`config.mk`:
```
export PLATFORM = sky130hd
export DESIGN_NAME = scan_code_to_ascii_line_editor_flat
export DESIGN_NICKNAME = d
export VERILOG_FILES = /design/src/rtl/core/sc2a_pkg.sv /design/src/rtl/core/sc2a_cmd_if.sv /design/src/rtl/core/sc2a_res_if.sv /design/src/rtl/core/sc2a_ram.sv /design/src/rtl/core/sc2a_keydec.sv /design/src/rtl/core/sc2a_line.sv /design/src/rtl/core/scan_code_to_ascii_line_editor.sv /design/src/flat_wrapper.sv
export SDC_FILE = /design/constraint.sdc
export NUM_CORES = 1
export LEC_CHECK = 0
export BUFFER_PORTS_ARGS = -buffer_cell sky130_fd_sc_hd__buf_2
export CORE_MARGIN = 10
export CORE_UTILIZATION = 45
export DETAILED_ROUTE_END_ITERATION = 16
export SYNTH_ARGS = -nofsm -noshare
export SYNTH_HDL_FRONTEND = slang
export SYNTH_SLANG_ARGS = --single-unit
```
`constraint.sdc`:
```
create_clock -name clk -period 6.32 [get_ports clk]
set_clock_uncertainty 0.15 [all_clocks]
set_input_delay 0 -clock clk [delete_from_list [all_inputs] [get_ports clk]]
set_output_delay 0 -clock clk [all_outputs]
set_load 0.03 [all_outputs]
```
`src/rtl/core/sc2a_pkg.sv`:
```
// ----------------------------------------------------------------------------
// sc2a_pkg
// Shared types, key codes and the scan code to ASCII table for the
// scan code set 1 line editor.
// ----------------------------------------------------------------------------
package sc2a_pkg;

	// default depth of the line store
	localparam int LINE_DEPTH_DEF = 128;

	// command modes carried by the input transaction
	typedef enum logic [1:0] {
		MODE_SCAN    = 2'd0,
		MODE_READ    = 2'd1,
		MODE_CONSUME = 2'd2
	} mode_t;

	// scan code set 1 key codes
	localparam logic [7:0] CODE_CTRL_DOWN   = 8'h1D;
	localparam logic [7:0] CODE_CTRL_UP     = 8'h9D;
	localparam logic [7:0] CODE_LSHIFT_DOWN = 8'h2A;
	localparam logic [7:0] CODE_LSHIFT_UP   = 8'hAA;
	localparam logic [7:0] CODE_RSHIFT_DOWN = 8'h36;
	localparam logic [7:0] CODE_RSHIFT_UP   = 8'hB6;
	localparam logic [7:0] CODE_ALT_DOWN    = 8'h38;
	localparam logic [7:0] CODE_ALT_UP      = 8'hB8;
	localparam logic [7:0] CODE_CAPS_DOWN   = 8'h3A;
	localparam logic [7:0] CODE_BKSP_DOWN   = 8'h0E;
	localparam logic [7:0] CODE_TAB_DOWN    = 8'h0F;
	localparam logic [7:0] CODE_F1_DOWN     = 8'h3B;
	localparam logic [7:0] CODE_F3_DOWN     = 8'h3D;
	localparam logic [7:0] CODE_MAP_FIRST   = 8'h02;
	localparam logic [7:0] CODE_MAP_SIZE    = 8'd59;

	// characters with a special role
	localparam logic [6:0] CH_BS = 7'h08;
	localparam logic [6:0] CH_NL = 7'h0A;
	localparam logic [6:0] CH_L  = 7'h6C;

	// decoded key event handed from the key decoder to the line editor
	typedef struct packed {
		logic       is_char;
		logic [6:0] ch;
		logic       bksp;
		logic       clear;
		logic       sw_valid;
		logic [1:0] sw_target;
	} key_evt_t;

	// line editor outcome for one transaction
	typedef struct packed {
		logic       echo_valid;
		logic [6:0] echo_char;
		logic       line_ready;
		logic       read_sel;
	} line_res_t;

	// letter keys, where caps lock flips shift
	function automatic logic is_letter(input logic [5:0] code);
		return (code >= 6'h10 && code <= 6'h19) || (code >= 6'h1E && code <= 6'h26) ||
			(code >= 6'h2C && code <= 6'h32);
	endfunction

	// unshifted and shifted ASCII for codes below the table size
	function automatic logic [6:0] key_map(input logic [5:0] code, input logic shifted);
		logic [6:0] lo;
		logic [6:0] hi;
		lo = 7'h00;
		hi = 7'h00;
		unique case (code)
			6'd2:  begin lo = 7'h31; hi = 7'h21; end
			6'd3:  begin lo = 7'h32; hi = 7'h40; end
			6'd4:  begin lo = 7'h33; hi = 7'h23; end
			6'd5:  begin lo = 7'h34; hi = 7'h24; end
			6'd6:  begin lo = 7'h35; hi = 7'h25; end
			6'd7:  begin lo = 7'h36; hi = 7'h5E; end
			6'd8:  begin lo = 7'h37; hi = 7'h26; end
			6'd9:  begin lo = 7'h38; hi = 7'h2A; end
			6'd10: begin lo = 7'h39; hi = 7'h28; end
			6'd11: begin lo = 7'h30; hi = 7'h29; end
			6'd12: begin lo = 7'h2D; hi = 7'h5F; end
			6'd13: begin lo = 7'h3D; hi = 7'h2B; end
			6'd14: begin lo = 7'h08; hi = 7'h08; end
			6'd15: begin lo = 7'h09; hi = 7'h09; end
			6'd16: begin lo = 7'h71; hi = 7'h51; end
			6'd17: begin lo = 7'h77; hi = 7'h57; end
			6'd18: begin lo = 7'h65; hi = 7'h45; end
			6'd19: begin lo = 7'h72; hi = 7'h52; end
			6'd20: begin lo = 7'h74; hi = 7'h54; end
			6'd21: begin lo = 7'h79; hi = 7'h59; end
			6'd22: begin lo = 7'h75; hi = 7'h55; end
			6'd23: begin lo = 7'h69; hi = 7'h49; end
			6'd24: begin lo = 7'h6F; hi = 7'h4F; end
			6'd25: begin lo = 7'h70; hi = 7'h50; end
			6'd26: begin lo = 7'h5B; hi = 7'h7B; end
			6'd27: begin lo = 7'h5D; hi = 7'h7D; end
			6'd28: begin lo = 7'h0A; hi = 7'h0A; end
			6'd29: begin lo = 7'h30; hi = 7'h30; end
			6'd30: begin lo = 7'h61; hi = 7'h41; end
			6'd31: begin lo = 7'h73; hi = 7'h53; end
			6'd32: begin lo = 7'h64; hi = 7'h44; end
			6'd33: begin lo = 7'h66; hi = 7'h46; end
			6'd34: begin lo = 7'h67; hi = 7'h47; end
			6'd35: begin lo = 7'h68; hi = 7'h48; end
			6'd36: begin lo = 7'h6A; hi = 7'h4A; end
			6'd37: begin lo = 7'h6B; hi = 7'h4B; end
			6'd38: begin lo = 7'h6C; hi = 7'h4C; end
			6'd39: begin lo = 7'h3B; hi = 7'h3A; end
			6'd40: begin lo = 7'h27; hi = 7'h22; end
			6'd41: begin lo = 7'h60; hi = 7'h7E; end
			6'd42: begin lo = 7'h30; hi = 7'h30; end
			6'd43: begin lo = 7'h5C; hi = 7'h7C; end
			6'd44: begin lo = 7'h7A; hi = 7'h5A; end
			6'd45: begin lo = 7'h78; hi = 7'h58; end
			6'd46: begin lo = 7'h63; hi = 7'h43; end
			6'd47: begin lo = 7'h76; hi = 7'h56; end
			6'd48: begin lo = 7'h62; hi = 7'h42; end
			6'd49: begin lo = 7'h6E; hi = 7'h4E; end
			6'd50: begin lo = 7'h6D; hi = 7'h4D; end
			6'd51: begin lo = 7'h2C; hi = 7'h3C; end
			6'd52: begin lo = 7'h2E; hi = 7'h3E; end
			6'd53: begin lo = 7'h2F; hi = 7'h3F; end
			6'd54: begin lo = 7'h30; hi = 7'h30; end
			6'd55: begin lo = 7'h2A; hi = 7'h2A; end
			6'd56: begin lo = 7'h30; hi = 7'h30; end
			6'd57: begin lo = 7'h20; hi = 7'h20; end
			6'd58: begin lo = 7'h30; hi = 7'h30; end
			default: begin lo = 7'h00; hi = 7'h00; end
		endcase
		return shifted ? hi : lo;
	endfunction

endpackage

```
`src/rtl/core/sc2a_cmd_if.sv`:
```
// ----------------------------------------------------------------------------
// sc2a_cmd_if
// Command channel: mode, scan code byte and line store read index.
// ----------------------------------------------------------------------------
interface sc2a_cmd_if;
	logic       valid;
	logic       ready;
	logic [1:0] mode;
	logic [7:0] scan_code;
	logic [6:0] read_index;

	modport source (output valid, output mode, output scan_code, output read_index,
		input ready);
	modport sink (input valid, input mode, input scan_code, input read_index,
		output ready);
endinterface

```
`src/rtl/core/sc2a_res_if.sv`:
```
// ----------------------------------------------------------------------------
// sc2a_res_if
// Result channel: echo, screen clear, terminal switch, line status, read data.
// ----------------------------------------------------------------------------
interface sc2a_res_if;
	logic       valid;
	logic       ready;
	logic       echo_valid;
	logic [6:0] echo_char;
	logic       clear_screen;
	logic       switch_valid;
	logic [1:0] switch_target;
	logic       ready_flag;
	logic [6:0] read_data;

	modport source (output valid, output echo_valid, output echo_char,
		output clear_screen, output switch_valid, output switch_target,
		output ready_flag, output read_data, input ready);
	modport sink (input valid, input echo_valid, input echo_char,
		input clear_screen, input switch_valid, input switch_target,
		input ready_flag, input read_data, output ready);
endinterface

```
`src/rtl/core/sc2a_ram.sv`:
```
// ----------------------------------------------------------------------------
// sc2a_ram
// Generic single write port, single read port RAM with registered read data
// that holds while no read is enabled.
// ----------------------------------------------------------------------------
module sc2a_ram #(
	parameter int WIDTH = 7,
	parameter int DEPTH = 128
) (
	input  logic                     clk,
	input  logic                     we,
	input  logic [$clog2(DEPTH)-1:0] waddr,
	input  logic [WIDTH-1:0]         wdata,
	input  logic                     re,
	input  logic [$clog2(DEPTH)-1:0] raddr,
	output logic [WIDTH-1:0]         rdata
);

	logic [WIDTH-1:0] mem [DEPTH];

	// write port
	always_ff @(posedge clk) begin
		if (we) begin
			mem[waddr] <= wdata;
		end
	end

	// registered read port
	always_ff @(posedge clk) begin
		if (re) begin
			rdata <= mem[raddr];
		end
	end

endmodule

```
`src/rtl/core/sc2a_keydec.sv`:
```
// ----------------------------------------------------------------------------
// sc2a_keydec
// Modifier key tracking and scan code decode into one key event.
// ----------------------------------------------------------------------------
module sc2a_keydec
	import sc2a_pkg::*;
(
	input  logic       clk,
	input  logic       arst_n,
	input  logic       scan,
	input  logic       step,
	input  logic [7:0] code,
	output key_evt_t   evt
);

	logic lshift_q, rshift_q, ctrl_q, caps_q, alt_q;
	logic lshift_d, rshift_d, ctrl_d, caps_d, alt_d;
	logic shifted;
	logic in_map;

	// decode and next modifier state
	always_comb begin
		lshift_d = lshift_q;
		rshift_d = rshift_q;
		ctrl_d   = ctrl_q;
		caps_d   = caps_q;
		alt_d    = alt_q;
		evt      = '0;
		in_map   = code >= CODE_MAP_FIRST && code < CODE_MAP_SIZE && code != CODE_TAB_DOWN;
		shifted  = (lshift_q | rshift_q) ^ (caps_q & is_letter(code[5:0]));
		if (scan) begin
			priority if (code == CODE_CTRL_DOWN) begin
				ctrl_d = 1'b1;
			end else if (code == CODE_CTRL_UP) begin
				ctrl_d = 1'b0;
			end else if (code == CODE_LSHIFT_DOWN) begin
				lshift_d = 1'b1;
			end else if (code == CODE_LSHIFT_UP) begin
				lshift_d = 1'b0;
			end else if (code == CODE_RSHIFT_DOWN) begin
				rshift_d = 1'b1;
			end else if (code == CODE_RSHIFT_UP) begin
				rshift_d = 1'b0;
			end else if (code == CODE_ALT_DOWN) begin
				alt_d = 1'b1;
			end else if (code == CODE_ALT_UP) begin
				alt_d = 1'b0;
			end else if (code == CODE_CAPS_DOWN) begin
				caps_d = ~caps_q;
			end else if (code == CODE_BKSP_DOWN) begin
				evt.bksp = 1'b1;
			end else if (code >= CODE_F1_DOWN && code <= CODE_F3_DOWN) begin
				evt.sw_valid  = alt_q;
				evt.sw_target = alt_q ? 2'(code - CODE_F1_DOWN) : 2'd0;
			end else if (in_map) begin
				if (ctrl_q && key_map(code[5:0], 1'b0) == CH_L) begin
					evt.clear = 1'b1;
					ctrl_d    = 1'b0;
				end else begin
					evt.is_char = 1'b1;
					evt.ch      = key_map(code[5:0], shifted);
				end
			end else begin
				evt = '0;
			end
		end
	end

	// modifier registers
	always_ff @(posedge clk or negedge arst_n) begin
		if (!arst_n) begin
			lshift_q <= 1'b0;
			rshift_q <= 1'b0;
			ctrl_q   <= 1'b0;
			caps_q   <= 1'b0;
			alt_q    <= 1'b0;
		end else if (step) begin
			lshift_q <= lshift_d;
			rshift_q <= rshift_d;
			ctrl_q   <= ctrl_d;
			caps_q   <= caps_d;
			alt_q    <= alt_d;
		end
	end

`ifndef SYNTHESIS
	a_clear_drops_ctrl: assert property (@(posedge clk) disable iff (!arst_n)
		step && evt.clear |=> !ctrl_q)
		else $error("ctrl still held after screen clear");
	a_one_event: assert property (@(posedge clk) disable iff (!arst_n)
		$countones({evt.is_char, evt.bksp, evt.clear, evt.sw_valid}) <= 1)
		else $error("more than one key event decoded");
	a_caps_toggle: assert property (@(posedge clk) disable iff (!arst_n)
		step && code == CODE_CAPS_DOWN |=> caps_q != $past(caps_q))
		else $error("caps lock did not toggle");
`endif

endmodule

```
`src/rtl/core/sc2a_line.sv`:
```
// ----------------------------------------------------------------------------
// sc2a_line
// Line store with write position and ready flag: enters characters,
// handles backspace and newline, serves reads and line consume.
// ----------------------------------------------------------------------------
module sc2a_line
	import sc2a_pkg::*;
#(
	parameter int LINE_DEPTH = LINE_DEPTH_DEF
) (
	input  logic       clk,
	input  logic       arst_n,
	input  logic       step,
	input  logic [1:0] mode,
	input  logic [6:0] read_index,
	input  key_evt_t   evt,
	output line_res_t  res,
	output logic [6:0] rdata
);

	localparam int AW = $clog2(LINE_DEPTH);
	localparam int IW = (AW + 1 > 7) ? AW + 1 : 7;
	localparam logic [AW-1:0] LAST = AW'(LINE_DEPTH - 1);
	localparam logic [IW-1:0] DEPTH_W = IW'(LINE_DEPTH);

	logic [AW-1:0] pos_q, pos_d;
	logic          ready_q, ready_d;
	logic          we;
	logic [IW-1:0] idx_ext;
	logic          do_read;

	// editing decisions for the current transaction
	always_comb begin
		pos_d          = pos_q;
		ready_d        = ready_q;
		we             = 1'b0;
		res.echo_valid = 1'b0;
		res.echo_char  = 7'd0;
		if (mode == MODE_CONSUME) begin
			ready_d = 1'b0;
		end else if (evt.bksp) begin
			if (pos_q != '0) begin
				res.echo_valid = 1'b1;
				res.echo_char  = CH_BS;
				pos_d          = pos_q - AW'(1);
			end
		end else if (evt.is_char) begin
			res.echo_valid = 1'b1;
			res.echo_char  = evt.ch;
			// last slot only takes a newline
			we = (pos_q != LAST) || (evt.ch == CH_NL);
			if (evt.ch == CH_NL) begin
				pos_d   = '0;
				ready_d = 1'b1;
			end else if (pos_q != LAST) begin
				pos_d = pos_q + AW'(1);
			end
		end
		res.line_ready = ready_d;
		// read range check
		res.read_sel   = (mode == MODE_READ) && (idx_ext < DEPTH_W);
	end

	// read address
	assign idx_ext = IW'(read_index);
	assign do_read = step && (mode == MODE_READ);

	// position and ready flag
	always_ff @(posedge clk or negedge arst_n) begin
		if (!arst_n) begin
			pos_q   <= '0;
			ready_q <= 1'b0;
		end else if (step) begin
			pos_q   <= pos_d;
			ready_q <= ready_d;
		end
	end

	sc2a_ram #(
		.WIDTH(7),
		.DEPTH(LINE_DEPTH)
	) u_store (
		.clk  (clk),
		.we   (step && we),
		.waddr(pos_q),
		.wdata(evt.ch),
		.re   (do_read),
		.raddr(idx_ext[AW-1:0]),
		.rdata(rdata)
	);

`ifndef SYNTHESIS
	a_consume_clears: assert property (@(posedge clk) disable iff (!arst_n)
		step && mode == MODE_CONSUME |=> !ready_q)
		else $error("line ready after consume");
	a_newline_rewinds: assert property (@(posedge clk) disable iff (!arst_n)
		step && evt.is_char && evt.ch == CH_NL |=> pos_q == '0 && ready_q)
		else $error("newline did not complete the line");
	a_pos_bound: assert property (@(posedge clk) disable iff (!arst_n)
		pos_q <= LAST)
		else $error("write position beyond line store");
`endif

endmodule

```
`src/rtl/core/scan_code_to_ascii_line_editor.sv`:
```
// ----------------------------------------------------------------------------
// scan_code_to_ascii_line_editor
// Scan code set 1 to ASCII line editor with a line store.
// ----------------------------------------------------------------------------
// Usage:
//   cmd carries one command per transaction: mode 0 feeds a scan code byte,
//   mode 1 reads the line store at read_index, mode 2 consumes the line.
//   res returns exactly one result transaction per command, in order:
//   echo character, screen clear, terminal switch, line ready flag and the
//   read character.
// Timing:
//   a command accepted into the input register passes through the decode and
//   line store access to the result register, whose line store read uses the
//   RAM's registered port. One command per cycle is sustained while res is
//   not held off.
// Reset:
//   arst_n clears the modifier keys, write position and ready flag; the line
//   store contents are not cleared and must be written before they are read.
// Stall:
//   while res is held off, the result register keeps its transaction and the
//   input register fills, after which cmd.ready drops until res moves.
// ----------------------------------------------------------------------------
module scan_code_to_ascii_line_editor
	import sc2a_pkg::*;
#(
	parameter int LINE_DEPTH = LINE_DEPTH_DEF
) (
	input logic        clk,
	input logic        arst_n,
	sc2a_cmd_if.sink   cmd,
	sc2a_res_if.source res
);

	logic       valid_s1;
	logic [1:0] mode_s1;
	logic [7:0] code_s1;
	logic [6:0] index_s1;

	logic       valid_s2;
	logic       echo_valid_s2;
	logic [6:0] echo_char_s2;
	logic       clear_s2;
	logic       sw_valid_s2;
	logic [1:0] sw_target_s2;
	logic       ready_flag_s2;
	logic       read_sel_s2;

	logic       adv;
	logic       scan;
	key_evt_t   evt;
	line_res_t  lres;
	logic [6:0] rdata;

	// handshake
	assign adv       = valid_s1 && (!valid_s2 || res.ready);
	assign cmd.ready = !valid_s1 || adv;
	assign scan      = mode_s1 == MODE_SCAN;

	// input register
	always_ff @(posedge clk or negedge arst_n) begin
		if (!arst_n) begin
			valid_s1 <= 1'b0;
		end else if (cmd.ready) begin
			valid_s1 <= cmd.valid;
		end
	end

	always_ff @(posedge clk) begin
		if (cmd.ready && cmd.valid) begin
			mode_s1  <= cmd.mode;
			code_s1  <= cmd.scan_code;
			index_s1 <= cmd.read_index;
		end
	end

	sc2a_keydec u_keydec (
		.clk   (clk),
		.arst_n(arst_n),
		.scan  (scan),
		.step  (adv && scan),
		.code  (code_s1),
		.evt   (evt)
	);

	sc2a_line #(
		.LINE_DEPTH(LINE_DEPTH)
	) u_line (
		.clk       (clk),
		.arst_n    (arst_n),
		.step      (adv),
		.mode      (mode_s1),
		.read_index(index_s1),
		.evt       (evt),
		.res       (lres),
		.rdata     (rdata)
	);

	// result register
	always_ff @(posedge clk or negedge arst_n) begin
		if (!arst_n) begin
			valid_s2 <= 1'b0;
		end else if (!valid_s2 || res.ready) begin
			valid_s2 <= valid_s1;
		end
	end

	always_ff @(posedge clk) begin
		if (adv) begin
			echo_valid_s2 <= lres.echo_valid;
			echo_char_s2  <= lres.echo_char;
			clear_s2      <= evt.clear;
			sw_valid_s2   <= evt.sw_valid;
			sw_target_s2  <= evt.sw_target;
			ready_flag_s2 <= lres.line_ready;
			read_sel_s2   <= lres.read_sel;
		end
	end

	// outputs
	assign res.valid         = valid_s2;
	assign res.echo_valid    = echo_valid_s2;
	assign res.echo_char     = echo_char_s2;
	assign res.clear_screen  = clear_s2;
	assign res.switch_valid  = sw_valid_s2;
	assign res.switch_target = sw_target_s2;
	assign res.ready_flag    = ready_flag_s2;
	assign res.read_data     = read_sel_s2 ? rdata : 7'd0;

`ifndef SYNTHESIS
	a_echo_excl: assert property (@(posedge clk) disable iff (!arst_n)
		valid_s2 |-> !(echo_valid_s2 && (sw_valid_s2 || clear_s2)))
		else $error("echo together with another key action");
	a_target_zero: assert property (@(posedge clk) disable iff (!arst_n)
		valid_s2 && !sw_valid_s2 |-> sw_target_s2 == 2'd0)
		else $error("switch target without switch request");
	a_hold_s1: assert property (@(posedge clk) disable iff (!arst_n)
		valid_s1 && !adv |=> valid_s1 && $stable(code_s1) && $stable(mode_s1))
		else $error("pending command lost while stalled");
`endif

endmodule
```
`src/flat_wrapper.sv`:
```
// flat-port wrapper written by rule: the top's interface ports become plain ports
module scan_code_to_ascii_line_editor_flat import sc2a_pkg::*;
#(
	parameter int LINE_DEPTH = LINE_DEPTH_DEF
)
  (clk, arst_n, cmd_valid, cmd_mode, cmd_scan_code, cmd_read_index, cmd_ready, res_valid, res_echo_valid, res_echo_char, res_clear_screen, res_switch_valid, res_switch_target, res_ready_flag, res_read_data, res_ready);
  sc2a_cmd_if cmd_i ();
  sc2a_res_if res_i ();
  input logic clk;
  input logic arst_n;
  input wire logic [$bits(cmd_i.valid)-1:0] cmd_valid;
  input wire logic [$bits(cmd_i.mode)-1:0] cmd_mode;
  input wire logic [$bits(cmd_i.scan_code)-1:0] cmd_scan_code;
  input wire logic [$bits(cmd_i.read_index)-1:0] cmd_read_index;
  output wire logic [$bits(cmd_i.ready)-1:0] cmd_ready;
  output wire logic [$bits(res_i.valid)-1:0] res_valid;
  output wire logic [$bits(res_i.echo_valid)-1:0] res_echo_valid;
  output wire logic [$bits(res_i.echo_char)-1:0] res_echo_char;
  output wire logic [$bits(res_i.clear_screen)-1:0] res_clear_screen;
  output wire logic [$bits(res_i.switch_valid)-1:0] res_switch_valid;
  output wire logic [$bits(res_i.switch_target)-1:0] res_switch_target;
  output wire logic [$bits(res_i.ready_flag)-1:0] res_ready_flag;
  output wire logic [$bits(res_i.read_data)-1:0] res_read_data;
  input wire logic [$bits(res_i.ready)-1:0] res_ready;
  assign cmd_i.valid = cmd_valid;
  assign cmd_i.mode = cmd_mode;
  assign cmd_i.scan_code = cmd_scan_code;
  assign cmd_i.read_index = cmd_read_index;
  assign cmd_ready = cmd_i.ready;
  assign res_valid = res_i.valid;
  assign res_echo_valid = res_i.echo_valid;
  assign res_echo_char = res_i.echo_char;
  assign res_clear_screen = res_i.clear_screen;
  assign res_switch_valid = res_i.switch_valid;
  assign res_switch_target = res_i.switch_target;
  assign res_ready_flag = res_i.ready_flag;
  assign res_read_data = res_i.read_data;
  assign res_i.ready = res_ready;
  scan_code_to_ascii_line_editor #(.LINE_DEPTH(LINE_DEPTH)) u_core (.clk(clk), .arst_n(arst_n), .cmd(cmd_i), .res(res_i));
endmodule
```
==> results of run 1 <==
## layer usage
metal / part of all wire, % / vias up / global-route usage [%]
li1: - / 8189 / -
met1: 44 / 10200 / 26.2
met2: 47 / 806 / 27.9
met3: 7.0 / 117 / 3.56
met4: 2.0 / 0 / 4.70
met5: 0 / - / 0
## through the flow
step	util (%)	instance area, sq um	total power, mW	setup slack [ps]
floorplan	-	38800	7.77	433
global placement	47.4	40500	8.04	1700
CTS	51.7	44100	13.9	1490
global route	51.7	44100	14.2	1250
detailed placement	47.4	40500	8.05	1500
finish	51.7	44100	13.8	1510
## cell type report
cell class | instances | area, sq um
timing repair buffer | 116 | 1000
clock inverter | 56 | 647
clock buffer | 124 | 2620
multi-input combinational | 832 | 9670
fill | 6771 | 41300
inverter | 15 | 56.3
sequential | 963 | 28700
tap | 1144 | 1430
## power by group
part / total [mW] / switching (mW) / internal [mW]
Clock: 5.87 / 2.40 / 3.47
Combinational: 0.882 / 0.516 / 0.366
Sequential: 7.06 / 0.0584 / 7.00
## repair_timing
item,in CTS,in global routing
hold buffers,40,0
setup endpoints to repair,0,0
setup buffers,0,0
endpoints found under the hold margin,48,0
## cell usage in the layout, fill, tap and decap left out, drive strengths merged, types with 29 or more instances in the layout
cell type	count
a21oi	29
buf	76
clkbuf	124
clkinv	35
dlygate4sd3	40
edfxtp	934
mux2i	42
mux4	280
nand2	52
nor2	185
o21ai	42
## logic make-up after synthesis
family | Yosys count | share of synthesized area, %
and+or+nand+nor | 335 | 3.93
DFF | 963 | 74.0
xor gates and xnor gates | 1 | 0.0226
buffers and inverters | 121 | 1.28
AOI/OAI and AO/OA | 152 | 2.76
adders and majority gates | 13 | 0.419
muxes | 331 | 17.6
## worst paths after layout
| kind | startpoint | to | slack, ps | depth (start not counted) |
|---|---|---|---|---|
| setup / recovery | u_core.code_s1[0] | u_core.u_line.u_store.mem[38][4] | 1510 | 10 |
| hold / removal | res_ready | u_core.res.valid | 170 | 4 |
| setup reg to reg | u_core.code_s1[0] | u_core.u_line.u_store.mem[38][4] | 1510 | 10 |
| hold reg to reg | u_core.u_keydec.caps_q | u_core.u_keydec.caps_q | 350 | 1 |
| max in group asynchronous | arst_n | u_core.u_line.pos_q[1] | 5080 | 3 |
| min in group asynchronous | arst_n | u_core.u_keydec.ctrl_q | 410 | 3 |
## critical path, stage by stage (launching register included)
cell      delay (ps)
edfxtp_1         420
inv_1            100
ha_1             250
and3b_1          220
a2bb2o_1         320
a311oi_2         360
nand3b_2         580
a21oi_2          540
nand4_1          520
buf_4            440
nor2_1           500
## state kept, by name (all words and copies together) (netlist names), named ones only
register / flops
u_core.res.clear_screen: 1
u_core.u_keydec.lshift_q: 1
u_core.res.echo_valid: 1
u_core.mode_s1: 2
u_core.u_keydec.rshift_q: 1
u_core.index_s1: 7
u_core.code_s1: 8
u_core.res.switch_target: 2
u_core.valid_s1: 1
u_core.res.ready_flag: 1
u_core.u_line.u_store.mem: 896
u_core.u_line.ready_q: 1
u_core.res.echo_char: 7
u_core.u_keydec.ctrl_q: 1
u_core.res.switch_valid: 1
u_core.u_line.u_store.rdata: 7
u_core.u_keydec.caps_q: 1
u_core.res.valid: 1
u_core.u_line.pos_q: 7
u_core.u_keydec.alt_q: 1
u_core.read_sel_s2: 1
==> impl_metrics.py, run 1 <==
metrics = {
    "outcome": {
        "outcome": "completed",
    },
    "cells_and_area": {
        "drive_above_1_share_pct": 25.1,
        "syn_to_final_growth_pct": 13.7,
        "finalNetCount": 2061,
        "instances_no_fill": 3250,
        "diodes": 0,
    },
    "floorplan": {
        "initial_core_util_pct": 45.4,
        "io_pins": 43,
        "std_cell_rows": 107,
        "fp.coreArea_sq_um": 85400,
        "dieArea_sq_um": 98400,
        "die_h_microns": 314,
        "die_w_microns": 314,
    },
    "setup_path": {
        "worst_ep_arrival_time_ps": 4930,
        "worstPathRequired_ps": 6440,
        "endpoint_kind": "flip-flop",
        "crit_type": "flip-flop to flip-flop",
        "worstPathMaxFanout": 19,
        "setup.worst_path.start_class": "flip-flop",
    },
    "clocking": {
        "root_buffer": "clkbuf_16",
        "clkTransAtPathRegs_ps": 60,
        "cts_tree": "built",
        "numCtsBuffers": 99,
        "clkLatencyLatePin_ps": 660,
        "cts_max_path_buffers": 3,
        "cts_num_sinks": 963,
        "htree_num_levels": 3,
        "cts.repair.resized": 0,
    },
    "synth": {
        "yosysTopAreaCell": "edfxtp_1",
        "synth_commonest_cells": "934 x edfxtp_1, 280 x mux4_2, 185 x nor2_1",
        "synthTopCellsByArea": "edfxtp_1 72%, mux4_2 16%, nor2_1 1.8%",
        "synth_edf_count": 934,
        "synthArstFlopShare_pct": 1.56,
        "avgSynthCellArea_sq_um": 20.3,
        "syn-cell-area_sq_um": 38800,
        "yosys_register_bits": 963,
        "synthCells": 1916,
        "synth_most_common_cell": "edfxtp_1",
        "synth_flop_cell": "edfxtp_1",
        "synth.distinct_cells": 71,
        "yosysWarnings": 0,
        "syn_nets": 1950,
        "yosysTopAreaCellShare_pct": 72.3,
        "ys_seq_area_share_pct": 74.0,
    },
    "routing": {
        "viasPerCell": 5.95,
        "drt-pass1-iter-count": 6,
        "wl_per_cell_microns": 27.4,
        "ant_nets": 0,
        "drt_wl_total_microns": 88900,
        "vias": 19300,
        "first_iter_violations": 2022,
        "drcViolationCount": 0,
    },
    "global_routing": {
        "grt_pass1_vias": 19700,
        "grt_max_degree": 134,
        "grt_usage_pct": 18.1,
        "overflow": 0,
        "grt_pass1_wl_microns": 134000,
        "antenna_found_initial": 0,
    },
    "sta": {
        "setup_viol": 0,
        "slew_headroom_pct": 23.6,
        "finalHoldViolCount": 0,
        "rsz0062_at_grt": "false",
        "hold_slack_ps": 170,
        "max_freq_mhz": 208,
        "fin_crit_ps": 4810,
        "setup_tns_ps": 0,
        "slew_viol_final": 0,
        "worst_slew_pin_slew_ps": 1140,
        "finalCritPeriodShare_pct": 76.0,
    },
    "placement": {
        "placed_cells": 3030,
        "port_buffers": 42,
        "finalWeightedCongestion": 0.867,
        "place_hpwl_microns": 52500,
    },
    "power": {
        "p_leak_nw": 14.4,
        "power_density_nw_per_um2": 313,
        "vdd_ir_drop_max_mv": 0.208,
    },
    "flow_run": {
        "max-cap-violations": 0,
    },
    "worst_hold_path": {
        "hold_class": "input pin to flip-flop",
    },
}
Note: power is estimated with default switching activity, not from simulation.
==> run 2: changes to the inputs <==
- clock period: 6.32 -> 4 ns (I/O delays scaled with it)
==> run 2 against run 1 <==
Net effect: register-to-register slack got worse by 1300 ps; highest routed layer unchanged; die area unchanged; critical path depth unchanged; fmax increased by 27%; total power increased by 57%; clock power increased by 56%; sequential power increased by 57%; via count increased by 2.3%; first-iteration DRC count increased by 15%; non-clock buffer count increased by 131.
==> impl_metrics.py, run 2 (synthesis gave the netlist of run 1 again) <==
metrics = {
    "sta": {
        "max_freq_mhz": 264,
        "finalHoldViolCount": 0,
        "setup_tns_ps": 0,
        "setup_viol": 0,
        "fin_crit_ps": 3790,
        "rsz0062_at_grt": "false",
        "finalCritPeriodShare_pct": 94.7,
        "slew_headroom_pct": 21.8,
        "layout_setup_ws_ps": 214,
        "slew_viol_final": 0,
        "hold_slack_ps": 183,
        "worst_slew_pin_slew_ps": 1170,
    },
    "global_routing": {
        "use_met1_pct": 25.9,
        "grt_max_degree": 97,
        "antenna_found_initial": 0,
        "grt_pass1_wl_microns": 135000,
        "grt_usage_pct": 18.3,
        "grt_pass1_vias": 20400,
        "top_usage_layer": "met2",
        "grtUsageMet3_pct": 3.43,
        "overflow": 0,
        "gr-usage-met2_pct": 29.4,
    },
    "cells_and_area": {
        "final_common_cell": "edfxtp_1",
        "finalNetCount": 2192,
        "largest-register": "u_core.u_line.u_store.mem",
        "final.fill_count": 6691,
        "largest_reg_flops": 896,
        "drive_above_1_share_pct": 29.3,
        "syn_to_final_growth_pct": 16.6,
        "final_cell_mix": "934 x edfxtp_1, 280 x mux4_2, 178 x nor2_1",
        "instances_no_fill": 3382,
        "reg_top3": "u_core.u_line.u_store.mem x896, u_core.code_s1 x8",
        "final_util_pct": 53.0,
        "fin_area_sq_um": 45200,
    },
    "floorplan": {
        "initial_core_util_pct": 45.4,
        "io_pins": 43,
        "die_w_microns": 314,
        "die_h_microns": 314,
        "dieArea_sq_um": 98400,
        "std_cell_rows": 107,
        "fp.coreArea_sq_um": 85400,
    },
    "power": {
        "switching_share_pct": 21.5,
        "power_density_nw_per_um2": 480,
        "report.power.total_mw": 21.7,
        "vdd_ir_drop_max_mv": 0.310,
        "p_comb_share_pct": 6.6,
        "p_switching_mw": 4.67,
        "p_seq_share_pct": 51.3,
        "clkPwrFrac_pct": 42.1,
        "p_leak_nw": 15.1,
        "p_int_mw": 17.1,
    },
    "clocking": {
        "numCtsBuffers": 99,
        "clkTransAtPathRegs_ps": 60,
        "root_buffer": "clkbuf_16",
        "htree_num_levels": 3,
        "cts_tree": "built",
        "cts_num_sinks": 963,
        "cts_max_path_buffers": 3,
        "clkLatencyLatePin_ps": 640,
        "cts.repair.resized": 0,
    },
    "routing": {
        "viasPerCell": 5.85,
        "drcViolationCount": 0,
        "wl_per_cell_microns": 26.6,
        "first_iter_violations": 2335,
        "ant_nets": 0,
        "drt-pass1-iter-count": 6,
        "drt_wl_total_microns": 90100,
        "vias": 19800,
    },
    "placement": {
        "place_hpwl_microns": 56300,
        "port_buffers": 42,
        "pre_cts_slack_ps": 245,
        "placed_cells": 3161,
        "finalWeightedCongestion": 0.874,
        "dpl-instance-area_sq_um": 41600,
    },
    "setup_path": {
        "rr_endpoint": "u_core.u_line.u_store.mem[82][4]",
        "setup.worst_path.start_class": "flip-flop",
        "r2r_cells": 10,
        "worstPathRequired_ps": 4120,
        "endpoint_kind": "flip-flop",
        "timing.rr.start": "u_core.code_s1[1]",
        "crit_type": "flip-flop to flip-flop",
        "reg2reg_slack_ps": 210,
        "worst_ep_arrival_time_ps": 3900,
        "worstPathMaxFanout": 10,
    },
    "outcome": {
        "outcome": "completed",
    },
    "flow_run": {
        "max-cap-violations": 0,
    },
    "worst_hold_path": {
        "hold_class": "input pin to flip-flop",
        "min_path_cells": 4,
        "hold_path_end": "u_core.res.valid",
        "hp-start": "res_ready",
    },
}
[run 2: cell types whose count changed in the layout (fill, tap and decap cells not counted), sizes merged]
cell      before  now
buf           76  207
clkinv        35   46
clkbuf       124  118
bufinv        13   11
inv           17   15
clkinvlp       6    5
diode          0    1
[run 2: power by group through the flow]
stage	clock, mW	combinational, mW	sequential [mW]
after floorplan	0	0.956	11.3
after global placement	0	1.39	11.3
after detailed placement	0	1.40	11.4
after CTS	9.34	1.43	11.1
after global routing	9.76	1.53	11.1
final	9.16	1.42	11.1
[run 2: repair_timing]
| action | in CTS | in global routing |
|---|---|---|
| hold buffers | 40 | 0 |
| setup buffers | 0 | 0 |
| hold endpoints to repair | 48 | 0 |
[run 2: layout make-up]
class                   instances  area [sq um]  area share, %
inverters                      15          56.3          0.124
repair buffers                247          2140           4.72
clock inverters                62           628           1.39
flip-flops and latches        963         28700           63.4
diodes                          1          2.50        0.00553
clock buffers                 118          2630           5.82
well taps                    1144          1430           3.16
multi-input cells             832          9660           21.3
[run 2: how the worst max path moves through the flow]
| stage | startpoint | end | slack (ps) | cells past startpoint |
|---|---|---|---|---|
| floorplan | u_core.code_s1[1] | u_core.u_line.u_store.mem[0][0] | -590 | 7 |
| global placement | u_core.code_s1[1] | u_core.u_line.u_store.mem[98][4] | 380 | 10 |
| detailed placement | u_core.code_s1[1] | u_core.u_line.u_store.mem[105][6] | 250 | 10 |
| CTS | u_core.code_s1[1] | u_core.u_line.u_store.mem[105][6] | 240 | 10 |
| global route | u_core.code_s1[5] | u_core.u_line.u_store.mem[105][6] | 30 | 9 |
| finish | u_core.code_s1[1] | u_core.u_line.u_store.mem[82][4] | 210 | 10 |
[run 2: metal layers]
metal	up-vias	share of wire, %	routed length (microns)
li1	8459	-	-
met1	10400	43	38400
met2	781	49	43800
met3	109	7.1	6400
met4	0	1.7	1570
met5	-	0	0
[run 2: worst max-delay path: stages, from the launching register on]
cell      delay (ps)
edfxtp_1         470
inv_1             90
ha_1             240
o31a_1           320
o221a_1          160
a221oi_4         270
mux2_4           360
a21oi_2          340
nand4_1          190
buf_4            260
nor2_1           550
